## config.mk

```make
export PLATFORM = sky130hd
export DESIGN_NAME = third_order_state_observer_top_flat
export DESIGN_NICKNAME = d
export VERILOG_FILES = /design/src/sv/toso_pkg.sv /design/src/sv/toso_if.sv /design/src/sv/toso_mul.sv /design/src/sv/third_order_state_observer_top.sv /design/src/flat_wrapper.sv
export SDC_FILE = /design/constraint.sdc
export NUM_CORES = 2
export LEC_CHECK = 0
export BUFFER_PORTS_ARGS = -buffer_cell sky130_fd_sc_hd__buf_2
export CELL_PAD_IN_SITES_DETAIL_PLACEMENT = 0
export CELL_PAD_IN_SITES_GLOBAL_PLACEMENT = 1
export CORE_UTILIZATION = 46
export DETAILED_ROUTE_END_ITERATION = 7
export GPL_TIMING_DRIVEN = 0
export MAX_ROUTING_LAYER = met4
export PLACE_DENSITY_LB_ADDON = 0.1
export SLEW_MARGIN = 20
export SYNTH_ARGS = -nofsm -noshare
export SYNTH_HDL_FRONTEND = slang
export SYNTH_HIERARCHICAL = 1
export SYNTH_SLANG_ARGS = --single-unit
```

## constraint.sdc

```tcl
create_clock -name clk -period 8.5 [get_ports clk]
set_input_delay 2.55 -clock clk [delete_from_list [all_inputs] [get_ports clk]]
set_output_delay 2.55 -clock clk [all_outputs]
set_load 0.01 [all_outputs]
```

## src/sv/toso_pkg.sv

```systemverilog
// ----------------------------------------------------------------------------
// toso_pkg
// Shared widths, register indexes and handshake structs for the third-order
// state observer.
// ----------------------------------------------------------------------------
package toso_pkg;

    // word field widths
    localparam int ANGLE_W    = 32;
    localparam int EFFORT_W   = 32;
    localparam int STEP_W     = 24;
    localparam int OUT_W      = 32;
    localparam int BW_W       = 16;
    localparam int B0_W       = 32;
    localparam int CFG_DATA_W = 32;
    localparam int CFG_IDX_W  = 2;

    // register indexes
    localparam logic [CFG_IDX_W-1:0] REG_BANDWIDTH    = 2'd0;
    localparam logic [CFG_IDX_W-1:0] REG_CONTROL_GAIN = 2'd1;

    // gain widths: 3*wo, 3*wo^2, wo^3 and the intermediate wo^2
    localparam int G1_W = 18;
    localparam int G2_W = 34;
    localparam int G3_W = 48;
    localparam int SQ_W = 32;

    // fixed-point alignment shifts
    localparam int ANGLE_SHIFT = 8;
    localparam int GAIN1_FRAC  = 6;
    localparam int GAIN2_FRAC  = 12;
    localparam int GAIN3_FRAC  = 18;
    localparam int STEP_FRAC   = 24;
    localparam int B0U_SHIFT   = 8;
    localparam int OUT_SHIFT   = 8;
    localparam int BU_W        = B0_W + EFFORT_W - B0U_SHIFT;

    // shared multiplier: b operand is cut into 16-bit digits
    localparam int OPB_W     = 64;
    localparam int DIGIT_W   = 16;
    localparam int DIG_IDX_W = 2;

    // index of the most significant digit used for each b operand
    localparam logic [DIG_IDX_W-1:0] MSD_BW     = 2'd1;
    localparam logic [DIG_IDX_W-1:0] MSD_SQ     = 2'd2;
    localparam logic [DIG_IDX_W-1:0] MSD_G1     = 2'd1;
    localparam logic [DIG_IDX_W-1:0] MSD_G2     = 2'd2;
    localparam logic [DIG_IDX_W-1:0] MSD_G3     = 2'd3;
    localparam logic [DIG_IDX_W-1:0] MSD_STEP   = 2'd1;
    localparam logic [DIG_IDX_W-1:0] MSD_EFFORT = 2'd1;

    typedef struct packed {
        logic                 start;
        logic [DIG_IDX_W-1:0] msd;
    } mul_req_t;

    typedef struct packed {
        logic busy;
        logic done;
    } mul_stat_t;

endpackage

```

## src/sv/toso_if.sv

```systemverilog
// ----------------------------------------------------------------------------
// toso_if
// Valid/ready channels of the state observer: sample in, estimates out and
// register writes.
// ----------------------------------------------------------------------------
interface toso_sample_if;
    import toso_pkg::*;

    logic                       valid;
    logic                       ready;
    logic signed [ANGLE_W-1:0]  measured_angle;
    logic signed [EFFORT_W-1:0] control_effort;
    logic        [STEP_W-1:0]   step_time;

    modport source (output valid, measured_angle, control_effort, step_time, input ready);
    modport sink   (input valid, measured_angle, control_effort, step_time, output ready);
endinterface

interface toso_est_if;
    import toso_pkg::*;

    logic                    valid;
    logic                    ready;
    logic signed [OUT_W-1:0] angle_estimate;
    logic signed [OUT_W-1:0] rate_estimate;
    logic signed [OUT_W-1:0] disturbance_estimate;

    modport source (output valid, angle_estimate, rate_estimate, disturbance_estimate,
                    input ready);
    modport sink   (input valid, angle_estimate, rate_estimate, disturbance_estimate,
                    output ready);
endinterface

interface toso_cfg_if;
    import toso_pkg::*;

    logic                  valid;
    logic                  ready;
    logic [CFG_IDX_W-1:0]  index;
    logic [CFG_DATA_W-1:0] data;

    modport source (output valid, index, data, input ready);
    modport sink   (input valid, index, data, output ready);
endinterface

```

## src/sv/toso_mul.sv

```systemverilog
// ----------------------------------------------------------------------------
// toso_mul
// Shared digit-serial multiplier: signed a times signed b, one 16-bit digit
// of b per cycle, most significant digit first, registered product then
// Horner accumulation.
// ----------------------------------------------------------------------------
module toso_mul #(
    parameter int AW = 48
) (
    input  logic                                    clk,
    input  logic                                    rst_n,
    input  toso_pkg::mul_req_t                      req,
    input  logic signed [AW-1:0]                    a,
    input  logic signed [toso_pkg::OPB_W-1:0]       b,
    output toso_pkg::mul_stat_t                     stat,
    output logic signed [AW+toso_pkg::OPB_W-1:0]    p
);
    import toso_pkg::*;

    localparam int PW    = AW + DIGIT_W + 1;
    localparam int ACC_W = AW + OPB_W;

    logic signed [AW-1:0]    a_reg;
    logic        [OPB_W-1:0] b_reg;
    logic [DIG_IDX_W-1:0]    dig_reg;
    logic [DIG_IDX_W-1:0]    msd_reg;
    logic                    run_reg;
    logic                    first_reg;
    logic signed [PW-1:0]    prod_reg;
    logic                    pv_reg;
    logic                    pfirst_reg;
    logic                    plast_reg;
    logic signed [ACC_W-1:0] acc_reg;
    logic                    done_reg;

    logic        [DIGIT_W-1:0] chunk;
    logic signed [DIGIT_W:0]   digit;
    logic signed [PW-1:0]      prod_next;
    logic signed [ACC_W-1:0]   acc_next;

    always_comb
    begin
        chunk = b_reg[dig_reg*DIGIT_W +: DIGIT_W];
        // only the top digit carries the sign
        if (dig_reg == msd_reg)
        begin
            digit = $signed({chunk[DIGIT_W-1], chunk});
        end
        else
        begin
            digit = $signed({1'b0, chunk});
        end
        prod_next = a_reg * digit;
        if (pfirst_reg)
        begin
            acc_next = ACC_W'(prod_reg);
        end
        else
        begin
            acc_next = (acc_reg <<< DIGIT_W) + ACC_W'(prod_reg);
        end
    end

    always_ff @(posedge clk or negedge rst_n)
    begin
        if (!rst_n)
        begin
            run_reg  <= 1'b0;
            pv_reg   <= 1'b0;
            done_reg <= 1'b0;
        end
        else
        begin
            if (req.start)
            begin
                run_reg <= 1'b1;
            end
            else if (run_reg && dig_reg == '0)
            begin
                run_reg <= 1'b0;
            end
            pv_reg   <= run_reg;
            done_reg <= pv_reg && plast_reg;
        end
    end

    always_ff @(posedge clk)
    begin
        if (req.start)
        begin
            a_reg     <= a;
            b_reg     <= b;
            dig_reg   <= req.msd;
            msd_reg   <= req.msd;
            first_reg <= 1'b1;
        end
        else if (run_reg)
        begin
            dig_reg   <= dig_reg - 1'b1;
            first_reg <= 1'b0;
        end
        if (run_reg)
        begin
            prod_reg   <= prod_next;
            pfirst_reg <= first_reg;
            plast_reg  <= (dig_reg == '0);
        end
        if (pv_reg)
        begin
            acc_reg <= acc_next;
        end
    end

    assign stat.busy = run_reg | pv_reg;
    assign stat.done = done_reg;
    assign p         = acc_reg;

endmodule

```

## src/sv/third_order_state_observer_top.sv

```systemverilog
// ----------------------------------------------------------------------------
// third_order_state_observer_top
// Third-order linear extended state observer with bandwidth-set gains. Each
// sample word (angle, control effort, step time) produces one estimate word
// with the updated angle, rate and disturbance estimates, saturated Q16.16.
// A sample runs seven multiplications through one shared multiplier that
// takes one 16-bit digit of its b operand per cycle before its estimate is
// registered; the next sample is taken once the sequencer is back in idle,
// which it reaches when the previous estimate has left or leaves then. A
// write to the bandwidth register recomputes the gains on the same
// multiplier; both the sample and register channels hold ready low
// meanwhile. A register write wins over a sample offered in the same cycle.
// ----------------------------------------------------------------------------
module third_order_state_observer_top #(
    parameter int STATE_WIDTH = 48
) (
    input  logic        clk,
    input  logic        rst_n,
    toso_sample_if.sink sample,
    toso_est_if.source  estimate,
    toso_cfg_if.sink    cfg
);
    import toso_pkg::*;

    localparam int SW    = STATE_WIDTH;
    localparam int ACC_W = SW + OPB_W;
    localparam int SUM_W = ACC_W + 2;

    localparam logic signed [SUM_W-1:0] ST_MAX = {{(SUM_W-SW+1){1'b0}}, {(SW-1){1'b1}}};
    localparam logic signed [SUM_W-1:0] ST_MIN = ~ST_MAX;
    localparam logic signed [SUM_W-1:0] WD_MAX = {{(SUM_W-OUT_W+1){1'b0}}, {(OUT_W-1){1'b1}}};
    localparam logic signed [SUM_W-1:0] WD_MIN = ~WD_MAX;

    localparam int ST_W = 5;
    localparam logic [ST_W-1:0] S_IDLE    = 5'd0;
    localparam logic [ST_W-1:0] S_GSQ_S   = 5'd1;
    localparam logic [ST_W-1:0] S_GSQ_W   = 5'd2;
    localparam logic [ST_W-1:0] S_GCUBE_W = 5'd3;
    localparam logic [ST_W-1:0] S_ERR     = 5'd4;
    localparam logic [ST_W-1:0] S_T1_S    = 5'd5;
    localparam logic [ST_W-1:0] S_T1_W    = 5'd6;
    localparam logic [ST_W-1:0] S_Z1_S    = 5'd7;
    localparam logic [ST_W-1:0] S_Z1_W    = 5'd8;
    localparam logic [ST_W-1:0] S_BU_S    = 5'd9;
    localparam logic [ST_W-1:0] S_BU_W    = 5'd10;
    localparam logic [ST_W-1:0] S_T2_S    = 5'd11;
    localparam logic [ST_W-1:0] S_T2_W    = 5'd12;
    localparam logic [ST_W-1:0] S_Z2_S    = 5'd13;
    localparam logic [ST_W-1:0] S_Z2_W    = 5'd14;
    localparam logic [ST_W-1:0] S_T3_S    = 5'd15;
    localparam logic [ST_W-1:0] S_T3_W    = 5'd16;
    localparam logic [ST_W-1:0] S_Z3_S    = 5'd17;
    localparam logic [ST_W-1:0] S_Z3_W    = 5'd18;
    localparam logic [ST_W-1:0] S_OUT     = 5'd19;

    function automatic logic signed [SW-1:0] sat_st(input logic signed [SUM_W-1:0] v);
        if (v > ST_MAX)
        begin
            return ST_MAX[SW-1:0];
        end
        else if (v < ST_MIN)
        begin
            return ST_MIN[SW-1:0];
        end
        return v[SW-1:0];
    endfunction

    function automatic logic signed [OUT_W-1:0] to_word(input logic signed [SW-1:0] z);
        logic signed [SUM_W-1:0] v;
        v = SUM_W'(z) >>> OUT_SHIFT;
        if (v > WD_MAX)
        begin
            return WD_MAX[OUT_W-1:0];
        end
        else if (v < WD_MIN)
        begin
            return WD_MIN[OUT_W-1:0];
        end
        return v[OUT_W-1:0];
    endfunction

    logic [ST_W-1:0] state_reg;
    logic [ST_W-1:0] state_next;

    logic        [BW_W-1:0]     bw_reg;
    logic signed [B0_W-1:0]     b0_reg;
    logic        [G1_W-1:0]     g1_reg;
    logic        [G2_W-1:0]     g2_reg;
    logic        [G3_W-1:0]     g3_reg;
    logic signed [ANGLE_W-1:0]  theta_reg;
    logic signed [EFFORT_W-1:0] u_reg;
    logic        [STEP_W-1:0]   dt_reg;
    logic signed [SW-1:0]       e_reg;
    logic signed [SW-1:0]       t_reg;
    logic signed [BU_W-1:0]     bu_reg;
    logic signed [SW-1:0]       z1_reg;
    logic signed [SW-1:0]       z2_reg;
    logic signed [SW-1:0]       z3_reg;
    logic                       est_vld_reg;
    logic signed [OUT_W-1:0]    ang_out_reg;
    logic signed [OUT_W-1:0]    rate_out_reg;
    logic signed [OUT_W-1:0]    dist_out_reg;

    mul_req_t                 mul_req;
    mul_stat_t                mul_stat;
    logic signed [SW-1:0]     mul_a;
    logic signed [OPB_W-1:0]  mul_b;
    logic signed [ACC_W-1:0]  mul_p;

    logic                     cfg_acc;
    logic                     smp_acc;
    logic                     out_free;
    logic signed [SUM_W-1:0]  p_sx;
    logic signed [SUM_W-1:0]  e_sum;
    logic signed [SUM_W-1:0]  t1_sum;
    logic signed [SUM_W-1:0]  t2_sum;
    logic signed [SUM_W-1:0]  t3_sum;
    logic signed [SW-1:0]     z_cur;
    logic signed [SUM_W-1:0]  z_sum;
    logic        [SQ_W-1:0]   sq;

    assign cfg.ready    = (state_reg == S_IDLE);
    assign sample.ready = (state_reg == S_IDLE) && !cfg.valid;
    assign cfg_acc      = cfg.valid && cfg.ready;
    assign smp_acc      = sample.valid && sample.ready;
    assign out_free     = !est_vld_reg || estimate.ready;

    assign estimate.valid                = est_vld_reg;
    assign estimate.angle_estimate       = ang_out_reg;
    assign estimate.rate_estimate        = rate_out_reg;
    assign estimate.disturbance_estimate = dist_out_reg;

    toso_mul #(
        .AW (SW)
    ) u_mul (
        .clk   (clk),
        .rst_n (rst_n),
        .req   (mul_req),
        .a     (mul_a),
        .b     (mul_b),
        .stat  (mul_stat),
        .p     (mul_p)
    );

    always_comb
    begin
        sq     = mul_p[SQ_W-1:0];
        p_sx   = SUM_W'(mul_p);
        e_sum  = (SUM_W'(theta_reg) <<< ANGLE_SHIFT) - SUM_W'(z1_reg);
        t1_sum = SUM_W'(z2_reg) + (p_sx >>> GAIN1_FRAC);
        t2_sum = SUM_W'(z3_reg) + SUM_W'(bu_reg) + (p_sx >>> GAIN2_FRAC);
        t3_sum = p_sx >>> GAIN3_FRAC;
        case (state_reg)
            S_Z1_W:  z_cur = z1_reg;
            S_Z2_W:  z_cur = z2_reg;
            default: z_cur = z3_reg;
        endcase
        z_sum = SUM_W'(z_cur) + (p_sx >>> STEP_FRAC);
    end

    // multiplier operand selection and sequencing
    always_comb
    begin
        state_next    = state_reg;
        mul_req.start = 1'b0;
        mul_req.msd   = MSD_STEP;
        mul_a         = '0;
        mul_b         = '0;
        case (state_reg)
            S_IDLE:
            begin
                if (cfg_acc && cfg.index == REG_BANDWIDTH)
                begin
                    state_next = S_GSQ_S;
                end
                else if (smp_acc)
                begin
                    state_next = S_ERR;
                end
            end
            S_GSQ_S:
            begin
                mul_req.start = 1'b1;
                mul_req.msd   = MSD_BW;
                mul_a         = SW'(bw_reg);
                mul_b         = OPB_W'(bw_reg);
                state_next    = S_GSQ_W;
            end
            S_GSQ_W:
            begin
                if (mul_stat.done)
                begin
                    // chain straight into wo^2 * wo
                    mul_req.start = 1'b1;
                    mul_req.msd   = MSD_SQ;
                    mul_a         = SW'(bw_reg);
                    mul_b         = OPB_W'(sq);
                    state_next    = S_GCUBE_W;
                end
            end
            S_GCUBE_W:
            begin
                if (mul_stat.done)
                begin
                    state_next = S_IDLE;
                end
            end
            S_ERR:
            begin
                state_next = S_T1_S;
            end
            S_T1_S:
            begin
                mul_req.start = 1'b1;
                mul_req.msd   = MSD_G1;
                mul_a         = e_reg;
                mul_b         = OPB_W'(g1_reg);
                state_next    = S_T1_W;
            end
            S_Z1_S, S_Z2_S, S_Z3_S:
            begin
                mul_req.start = 1'b1;
                mul_req.msd   = MSD_STEP;
                mul_a         = t_reg;
                mul_b         = OPB_W'(dt_reg);
                state_next    = state_reg + 1'b1;
            end
            S_BU_S:
            begin
                mul_req.start = 1'b1;
                mul_req.msd   = MSD_EFFORT;
                mul_a         = SW'(b0_reg);
                mul_b         = OPB_W'(u_reg);
                state_next    = S_BU_W;
            end
            S_T2_S:
            begin
                mul_req.start = 1'b1;
                mul_req.msd   = MSD_G2;
                mul_a         = e_reg;
                mul_b         = OPB_W'(g2_reg);
                state_next    = S_T2_W;
            end
            S_T3_S:
            begin
                mul_req.start = 1'b1;
                mul_req.msd   = MSD_G3;
                mul_a         = e_reg;
                mul_b         = OPB_W'(g3_reg);
                state_next    = S_T3_W;
            end
            S_T1_W, S_Z1_W, S_BU_W, S_T2_W, S_Z2_W, S_T3_W, S_Z3_W:
            begin
                if (mul_stat.done)
                begin
                    state_next = state_reg + 1'b1;
                end
            end
            S_OUT:
            begin
                if (out_free)
                begin
                    state_next = S_IDLE;
                end
            end
            default:
            begin
                state_next = S_IDLE;
            end
        endcase
    end

    always_ff @(posedge clk or negedge rst_n)
    begin
        if (!rst_n)
        begin
            state_reg   <= S_IDLE;
            bw_reg      <= '0;
            b0_reg      <= '0;
            g1_reg      <= '0;
            g2_reg      <= '0;
            g3_reg      <= '0;
            z1_reg      <= '0;
            z2_reg      <= '0;
            z3_reg      <= '0;
            est_vld_reg <= 1'b0;
        end
        else
        begin
            state_reg <= state_next;
            if (cfg_acc && cfg.index == REG_BANDWIDTH)
            begin
                bw_reg <= cfg.data[BW_W-1:0];
                g1_reg <= G1_W'(cfg.data[BW_W-1:0]) + (G1_W'(cfg.data[BW_W-1:0]) << 1);
            end
            if (cfg_acc && cfg.index == REG_CONTROL_GAIN)
            begin
                b0_reg <= $signed(cfg.data[B0_W-1:0]);
            end
            if (state_reg == S_GSQ_W && mul_stat.done)
            begin
                g2_reg <= G2_W'(sq) + (G2_W'(sq) << 1);
            end
            if (state_reg == S_GCUBE_W && mul_stat.done)
            begin
                g3_reg <= mul_p[G3_W-1:0];
            end
            if (mul_stat.done && state_reg == S_Z1_W)
            begin
                z1_reg <= sat_st(z_sum);
            end
            if (mul_stat.done && state_reg == S_Z2_W)
            begin
                z2_reg <= sat_st(z_sum);
            end
            if (mul_stat.done && state_reg == S_Z3_W)
            begin
                z3_reg <= sat_st(z_sum);
            end
            if (state_reg == S_OUT && out_free)
            begin
                est_vld_reg <= 1'b1;
            end
            else if (estimate.ready)
            begin
                est_vld_reg <= 1'b0;
            end
        end
    end

    always_ff @(posedge clk)
    begin
        if (smp_acc)
        begin
            theta_reg <= sample.measured_angle;
            u_reg     <= sample.control_effort;
            dt_reg    <= sample.step_time;
        end
        if (state_reg == S_ERR)
        begin
            e_reg <= sat_st(e_sum);
        end
        if (mul_stat.done)
        begin
            case (state_reg)
                S_T1_W:  t_reg  <= sat_st(t1_sum);
                S_T2_W:  t_reg  <= sat_st(t2_sum);
                S_T3_W:  t_reg  <= sat_st(t3_sum);
                S_BU_W:  bu_reg <= BU_W'(mul_p >>> B0U_SHIFT);
                default: t_reg  <= t_reg;
            endcase
        end
        if (state_reg == S_OUT && out_free)
        begin
            ang_out_reg  <= to_word(z1_reg);
            rate_out_reg <= to_word(z2_reg);
            dist_out_reg <= to_word(z3_reg);
        end
    end

    // the shared multiplier is never restarted while a product is in flight
    a_mul_idle: assert property (@(posedge clk) disable iff (!rst_n)
        mul_req.start |-> !mul_stat.busy)
        else $error("multiplier started while busy");

    // every finished product moves the sequencer on
    a_done_moves: assert property (@(posedge clk) disable iff (!rst_n)
        mul_stat.done |=> state_reg != $past(state_reg))
        else $error("product finished but sequencer stalled");

    // a zero step leaves the angle increment at zero
    a_zero_step: assert property (@(posedge clk) disable iff (!rst_n)
        (mul_stat.done && state_reg == S_Z1_W && dt_reg == '0) |-> mul_p == '0)
        else $error("nonzero increment with zero step time");

endmodule
```

## src/flat_wrapper.sv

```systemverilog
// flat-port wrapper written by rule: the top's interface ports become plain ports
module third_order_state_observer_top_flat import toso_pkg::*;
#(
    parameter int STATE_WIDTH = 48
)
  (clk, rst_n, sample_valid, sample_measured_angle, sample_control_effort, sample_step_time, sample_ready, estimate_valid, estimate_angle_estimate, estimate_rate_estimate, estimate_disturbance_estimate, estimate_ready, cfg_valid, cfg_index, cfg_data, cfg_ready);
  toso_sample_if sample_i ();
  toso_est_if estimate_i ();
  toso_cfg_if cfg_i ();
  input  logic clk;
  input  logic rst_n;
  input wire logic [$bits(sample_i.valid)-1:0] sample_valid;
  input wire logic [$bits(sample_i.measured_angle)-1:0] sample_measured_angle;
  input wire logic [$bits(sample_i.control_effort)-1:0] sample_control_effort;
  input wire logic [$bits(sample_i.step_time)-1:0] sample_step_time;
  output wire logic [$bits(sample_i.ready)-1:0] sample_ready;
  output wire logic [$bits(estimate_i.valid)-1:0] estimate_valid;
  output wire logic [$bits(estimate_i.angle_estimate)-1:0] estimate_angle_estimate;
  output wire logic [$bits(estimate_i.rate_estimate)-1:0] estimate_rate_estimate;
  output wire logic [$bits(estimate_i.disturbance_estimate)-1:0] estimate_disturbance_estimate;
  input wire logic [$bits(estimate_i.ready)-1:0] estimate_ready;
  input wire logic [$bits(cfg_i.valid)-1:0] cfg_valid;
  input wire logic [$bits(cfg_i.index)-1:0] cfg_index;
  input wire logic [$bits(cfg_i.data)-1:0] cfg_data;
  output wire logic [$bits(cfg_i.ready)-1:0] cfg_ready;
  assign sample_i.valid = sample_valid;
  assign sample_i.measured_angle = sample_measured_angle;
  assign sample_i.control_effort = sample_control_effort;
  assign sample_i.step_time = sample_step_time;
  assign sample_ready = sample_i.ready;
  assign estimate_valid = estimate_i.valid;
  assign estimate_angle_estimate = estimate_i.angle_estimate;
  assign estimate_rate_estimate = estimate_i.rate_estimate;
  assign estimate_disturbance_estimate = estimate_i.disturbance_estimate;
  assign estimate_i.ready = estimate_ready;
  assign cfg_i.valid = cfg_valid;
  assign cfg_i.index = cfg_index;
  assign cfg_i.data = cfg_data;
  assign cfg_ready = cfg_i.ready;
  third_order_state_observer_top #(.STATE_WIDTH(STATE_WIDTH)) u_core (.clk(clk), .rst_n(rst_n), .sample(sample_i), .estimate(estimate_i), .cfg(cfg_i));
endmodule
```

# ---- Word level (Yosys, flattened, before mapping)
# Cells that the tools add are included.
dict set report op_classes {
  addsub 10
  n_mul 1
  order_cmp 16
  eq_ne 26
  n_shift 1
  n_mux 78
  reduce_logical 30
}
# cell count
set op_table {}
lappend op_table {{2-to-1 mux 48 bit} 17}
lappend op_table {{greater-than comparator 114 x 48 -> 1 bit (second input constant)} 4}
lappend op_table {{< comparator 114 x 48 -> 1 bit (second input constant)} 4}
lappend op_table {{case mux 64 bit (7 select lines)} 1}
lappend op_table {{2-to-1 mux 32 bit} 10}
lappend op_table {{case mux 48 bit (5 select lines)} 1}
lappend op_table {{case mux 48 bit (3 select lines)} 1}
lappend op_table {{greater-than comparator 40 x 32 -> 1 bit (second input constant)} 3}
lappend op_table {{< comparator 40 x 32 -> 1 bit (second input constant)} 3}
lappend op_table {{adder 112 x 65 -> 112 bit} 1}
lappend op_table {{2-to-1 mux 112 bit} 1}
lappend op_table {{adder 48 x 106 -> 107 bit} 1}
lappend op_table {{adder 57 x 100 -> 101 bit} 1}
lappend op_table {{case mux 48 bit (2 select lines)} 1}
lappend op_table {{greater-than comparator 94 x 48 -> 1 bit (second input constant)} 1}
lappend op_table {{< comparator 94 x 48 -> 1 bit (second input constant)} 1}
lappend op_table {{adder 48 x 88 -> 89 bit} 1}
lappend op_table {{multiplier 48 x 17 -> 65 bit} 1}
lappend op_table {{indexed part select 64 x 7 -> 16 bit} 1}
lappend op_table {{case mux 5 bit (12 select lines)} 1}
lappend op_table {{adder 48 x 56 -> 57 bit} 1}
lappend op_table {{subtractor 40 x 48 -> 49 bit} 1}
lappend op_table {{equality test 5 x 4 -> 1 bit (second input constant)} 8}
lappend op_table {{adder 32 x 33 -> 34 bit} 1}
lappend op_table {{31 further kinds} 96}
dict set report word_totals {
  regBits 933
  out_inout_bits 99
}

# ---- Longest topological paths before layout
dict set report logic_depth {
  ltp_word 9
  mapped_depth 30
  depth_no_buf 26
}

# ---- Modules after synthesis
# Netlist, hierarchy kept.
# mod n_inst cells_per_inst area_per_inst_um2 seq_area_each_um2
set by_module_without_submodules {}
lappend by_module_without_submodules {third_order_state_observer_top 1 5730 52938.3 17521.8}
lappend by_module_without_submodules {toso_mul 1 4548 43260.2 8953.6}

# ---- Worst setup path after synthesis
# OpenSTA, ideal clock, no wires.
dict set report synth_path {
  path_type {flip-flop to flip-flop}
  startpoint {register u_core.u_mul.dig_reg[0]}
  endpoint {register u_core.u_mul.prod_reg[63], data pin}
  setup_time_ps 258
  arrival_time_ps 8268
  required_time_ps 8242
  slack_ps -25
  path_stages_with_launch 31
  path_buffers 5
  path_cell_list {edfxtp_1 -> clkbuf_1 -> clkbuf_1 -> mux4_2 -> clkbuf_1 -> clkbuf_1 -> nand2_1 -> fa_1 -> inv_1 -> fa_1 -> inv_1 -> fa_1 -> inv_1 -> fa_1 -> fa_1 -> inv_1 -> fa_1 -> inv_1 -> ha_1 -> buf_2 -> and3_1 -> nand2_1 -> a2111oi_0 -> o2111a_1 -> o31ai_1 -> a2111oi_0 -> o21ai_0 -> a31oi_1 -> and3_1 -> a31oi_1 -> xnor2_1}
}
dict set report synth_between {
  elab_chain_len 3
  elab_cells_between_ends 4
  cone_classes {mul (1); eq/ne (1); shift (1); mux (1)}
}
# item line_no
set synth_rtl {}
lappend synth_rtl {{from (decl)} toso_mul.sv:25} ;# logic [DIG_IDX_W-1:0] dig_reg;
lappend synth_rtl {{from (signal assigned)} toso_mul.sv:93} ;# dig_reg <= req.msd;
lappend synth_rtl {{from (signal assigned)} toso_mul.sv:99} ;# dig_reg <= dig_reg - 1'b1;
lappend synth_rtl {{indexed part select 64 x 7 -> 16 bit or equality test 2 bit (tied branches)} {toso_mul.sv:43, toso_mul.sv:45}}
lappend synth_rtl {{2-to-1 mux 17 bit *} toso_mul.sv:45} ;# if (dig_reg == msd_reg)
lappend synth_rtl {{multiplier 48 x 17 -> 65 bit *} toso_mul.sv:53} ;# prod_next = a_reg * digit;
lappend synth_rtl {{net u_core.u_mul.prod_next[63]} toso_mul.sv:38} ;# logic signed [PW-1:0] prod_next;
lappend synth_rtl {{to (signal assigned)} toso_mul.sv:104} ;# prod_reg <= prod_next;
lappend synth_rtl {{to (decl)} toso_mul.sv:29} ;# logic signed [PW-1:0] prod_reg;
# Mark *: on every way through the listed nets, which the timed path passes. The rest lies on a longest branch.
# A chain may end at the register's enable or synchronous reset.

# ---- Worst setup path in the final report
dict set report layout_path {
  startpoint {register u_core.u_mul.dig_reg[0]}
  endpoint {register u_core.u_mul.prod_reg[62], data pin}
}
# The elaborated chain is that of the path after synthesis.

==> reports/qor.yml <==
rsz0062_at_grt: "yes"
worstSetupPathType: "register to register"
critPathCaptureType: "register"
first_global_vias: 81237
detail_route.iter0.violations: 8346
status: "finished with violations"
tightest_slew_ps: 1200
critical-path-slowest-cell: "sky130_fd_sc_hd__fa_1"
slowest_delay_ps: 590
post_route_utilization: 0.517
worst_hold_slack_across_all_endpoints_ps: 422
synth.avg_cell_area_um2: 9.36
slew_viol_final: 0
synthCells: 10277
floorplan.core_area_um2: 207000
detailed_place_hpwl_um: 310000
overflow: 0
initial_utilization: 0.464
pre_repair_dr_iteration_count: 8
clock_tree_from_tritoncts: "built"
layout-drive-gt1-share: 0.103
top_usage_layer: "met2"
timing.final.setup_violations: 0
placement_rows: 167
fin_crit_ps: 8370
grt_antenna_before_repair: 29
max_cap_violations: 0
grt_start_max_net_pins: 98
final_nets: 12389
use_met2: 0.555
remaining_drc_errors: 8
crit_path_frequent_cell: "sky130_fd_sc_hd__fa_1"
largest_register_ffs: 112
flow.area_growth_from_synthesis_pct: 11.5
cts.reportedPaths.clkPinSlew_ps: 60
avgViaCountPerCell: 6.04
critical_path_peak_fanout: 10
power-per-cell-area_nw_per_um2: 90.0
routed_wire_length_per_instance_um: 27.6
hp_class: "register to register"
worst_clock_skew_ps: 98.6
detailroute.via_count: 82402
ioPinCount: 226
clock_latency_ps: 780
critPathRequiredTime_ps: 9000
grtUsageTotal: 0.365
hold_buffers: 0
gpl.final_weighted_congestion: 1.04
layout_commonest_cell: "sky130_fd_sc_hd__nand2_1"
timing.reg2reg.setup_slack_ps: 130
synth.cell_area_um2: 96200
cts_root_buffer: "sky130_fd_sc_hd__clkbuf_16"
grt_first_pass_wirelength_um: 552000
cp-start-kind: "register"
violated_checks: "design-rule violations"
min_period_over_period: 0.985
drt-total-wl_um: 377000
ant_nets: 0
hold_viol: 0
count_of_yosys_warnings_during_synthesis: 6
synthesis.nets: 11903
max-slew-margin-rel: 0.197
die_height_um: 459
finalSetupTns_ps: 0
chipWidth_um: 459
grtUsageMet3: 0.0415
number_of_buffers_inserted_during_clock_tree_synthesis: 103
power.ir.vdd_worst_uv: 175
dieArea_um2: 211000
place.port_buffers: 225
global_route.usage.met1: 0.499
arrival_ps: 8870
cts-root-to-sink-buffers: 3
maxClockFrequency_ghz: 0.119
layout_common_cells: "sky130_fd_sc_hd__nand2_1 (1210), sky130_fd_sc_hd__inv_1 (1132), sky130_fd_sc_hd__fa_1 (867)"
clock_sinks: 932
htree_levels: 3
power.static_leakage_uw: 0.0519
## layer usage
metal / part of all wire / vias to the layer above
li1: - / 36849
met1: 0.44 / 41616
met2: 0.45 / 3365
met3: 0.069 / 572
met4: 0.043 / 0
met5: 0 / -
## layout make-up
cell class                 count  area (µm²)
multi-input combinational   7680       64000
timing repair buffer         395        3100
sequential                   932       26500
buffer                       517        2400
antenna                        9        22.5
fill                       19506      100000
inverter                    1134        4260
tap                         2788        3490
clock buffer                 122        2720
clock inverter                74         825
## power breakdown
part	total, µW	internal [µW]	switching [µW]	leakage [µW]
logic	117	43.0	74.4	0.0399
clock network	4730	2590	2140	0.00170
registers	4810	4810	0.0000000000000136	0.0103
## timing repair
item,CTS,global route
resized for setup,178,122
setup buffers,34,105
setup endpoints to repair,222,194
pin swaps,11,20
cloned,0,1
## through the flow
stage / power [µW] / cells / instance area (µm²) / setup slack, ps
3_5_place_dp: 5020 / 13320 / 102000 / -3590
6_report: 9660 / 13651 / 107000 / 125
3_3_place_gp: 5010 / 13290 / 101000 / -4090
5_1_grt: 9890 / 13648 / 107000 / -105
4_1_cts: 9720 / 13543 / 106000 / 1.03
2_1_floorplan: 4930 / 10277 / 96200 / 164
## worst max-delay path: cells and delay by family (launching register included)
kind	cells	cell delay [ps]
AO/OA/AOI/OAI	3	630
buffers and inverters	10	1250
flip-flops	1	380
XOR/XNOR	1	200
multiplexers	1	360
adder cells (fa/ha/maj)	7	3600
AND/OR/NAND/NOR	8	1670
## worst paths after layout
kind	from	end	cells after the start
hold reg to reg	u_core/u_mul/prod_reg[15]	u_core/u_mul/p[15]	0
max in group asynchronous	rst_n	u_core/u_mul/pv_reg	3
hold / removal	u_core/u_mul/prod_reg[15]	u_core/u_mul/p[15]	0
setup / recovery	u_core/u_mul/dig_reg[0]	u_core/u_mul/prod_reg[62]	30
setup reg to reg	u_core/u_mul/dig_reg[0]	u_core/u_mul/prod_reg[62]	30
min in group asynchronous	rst_n	u_core/z1_reg[13]	1
Power figures use the tool's default switching activity.
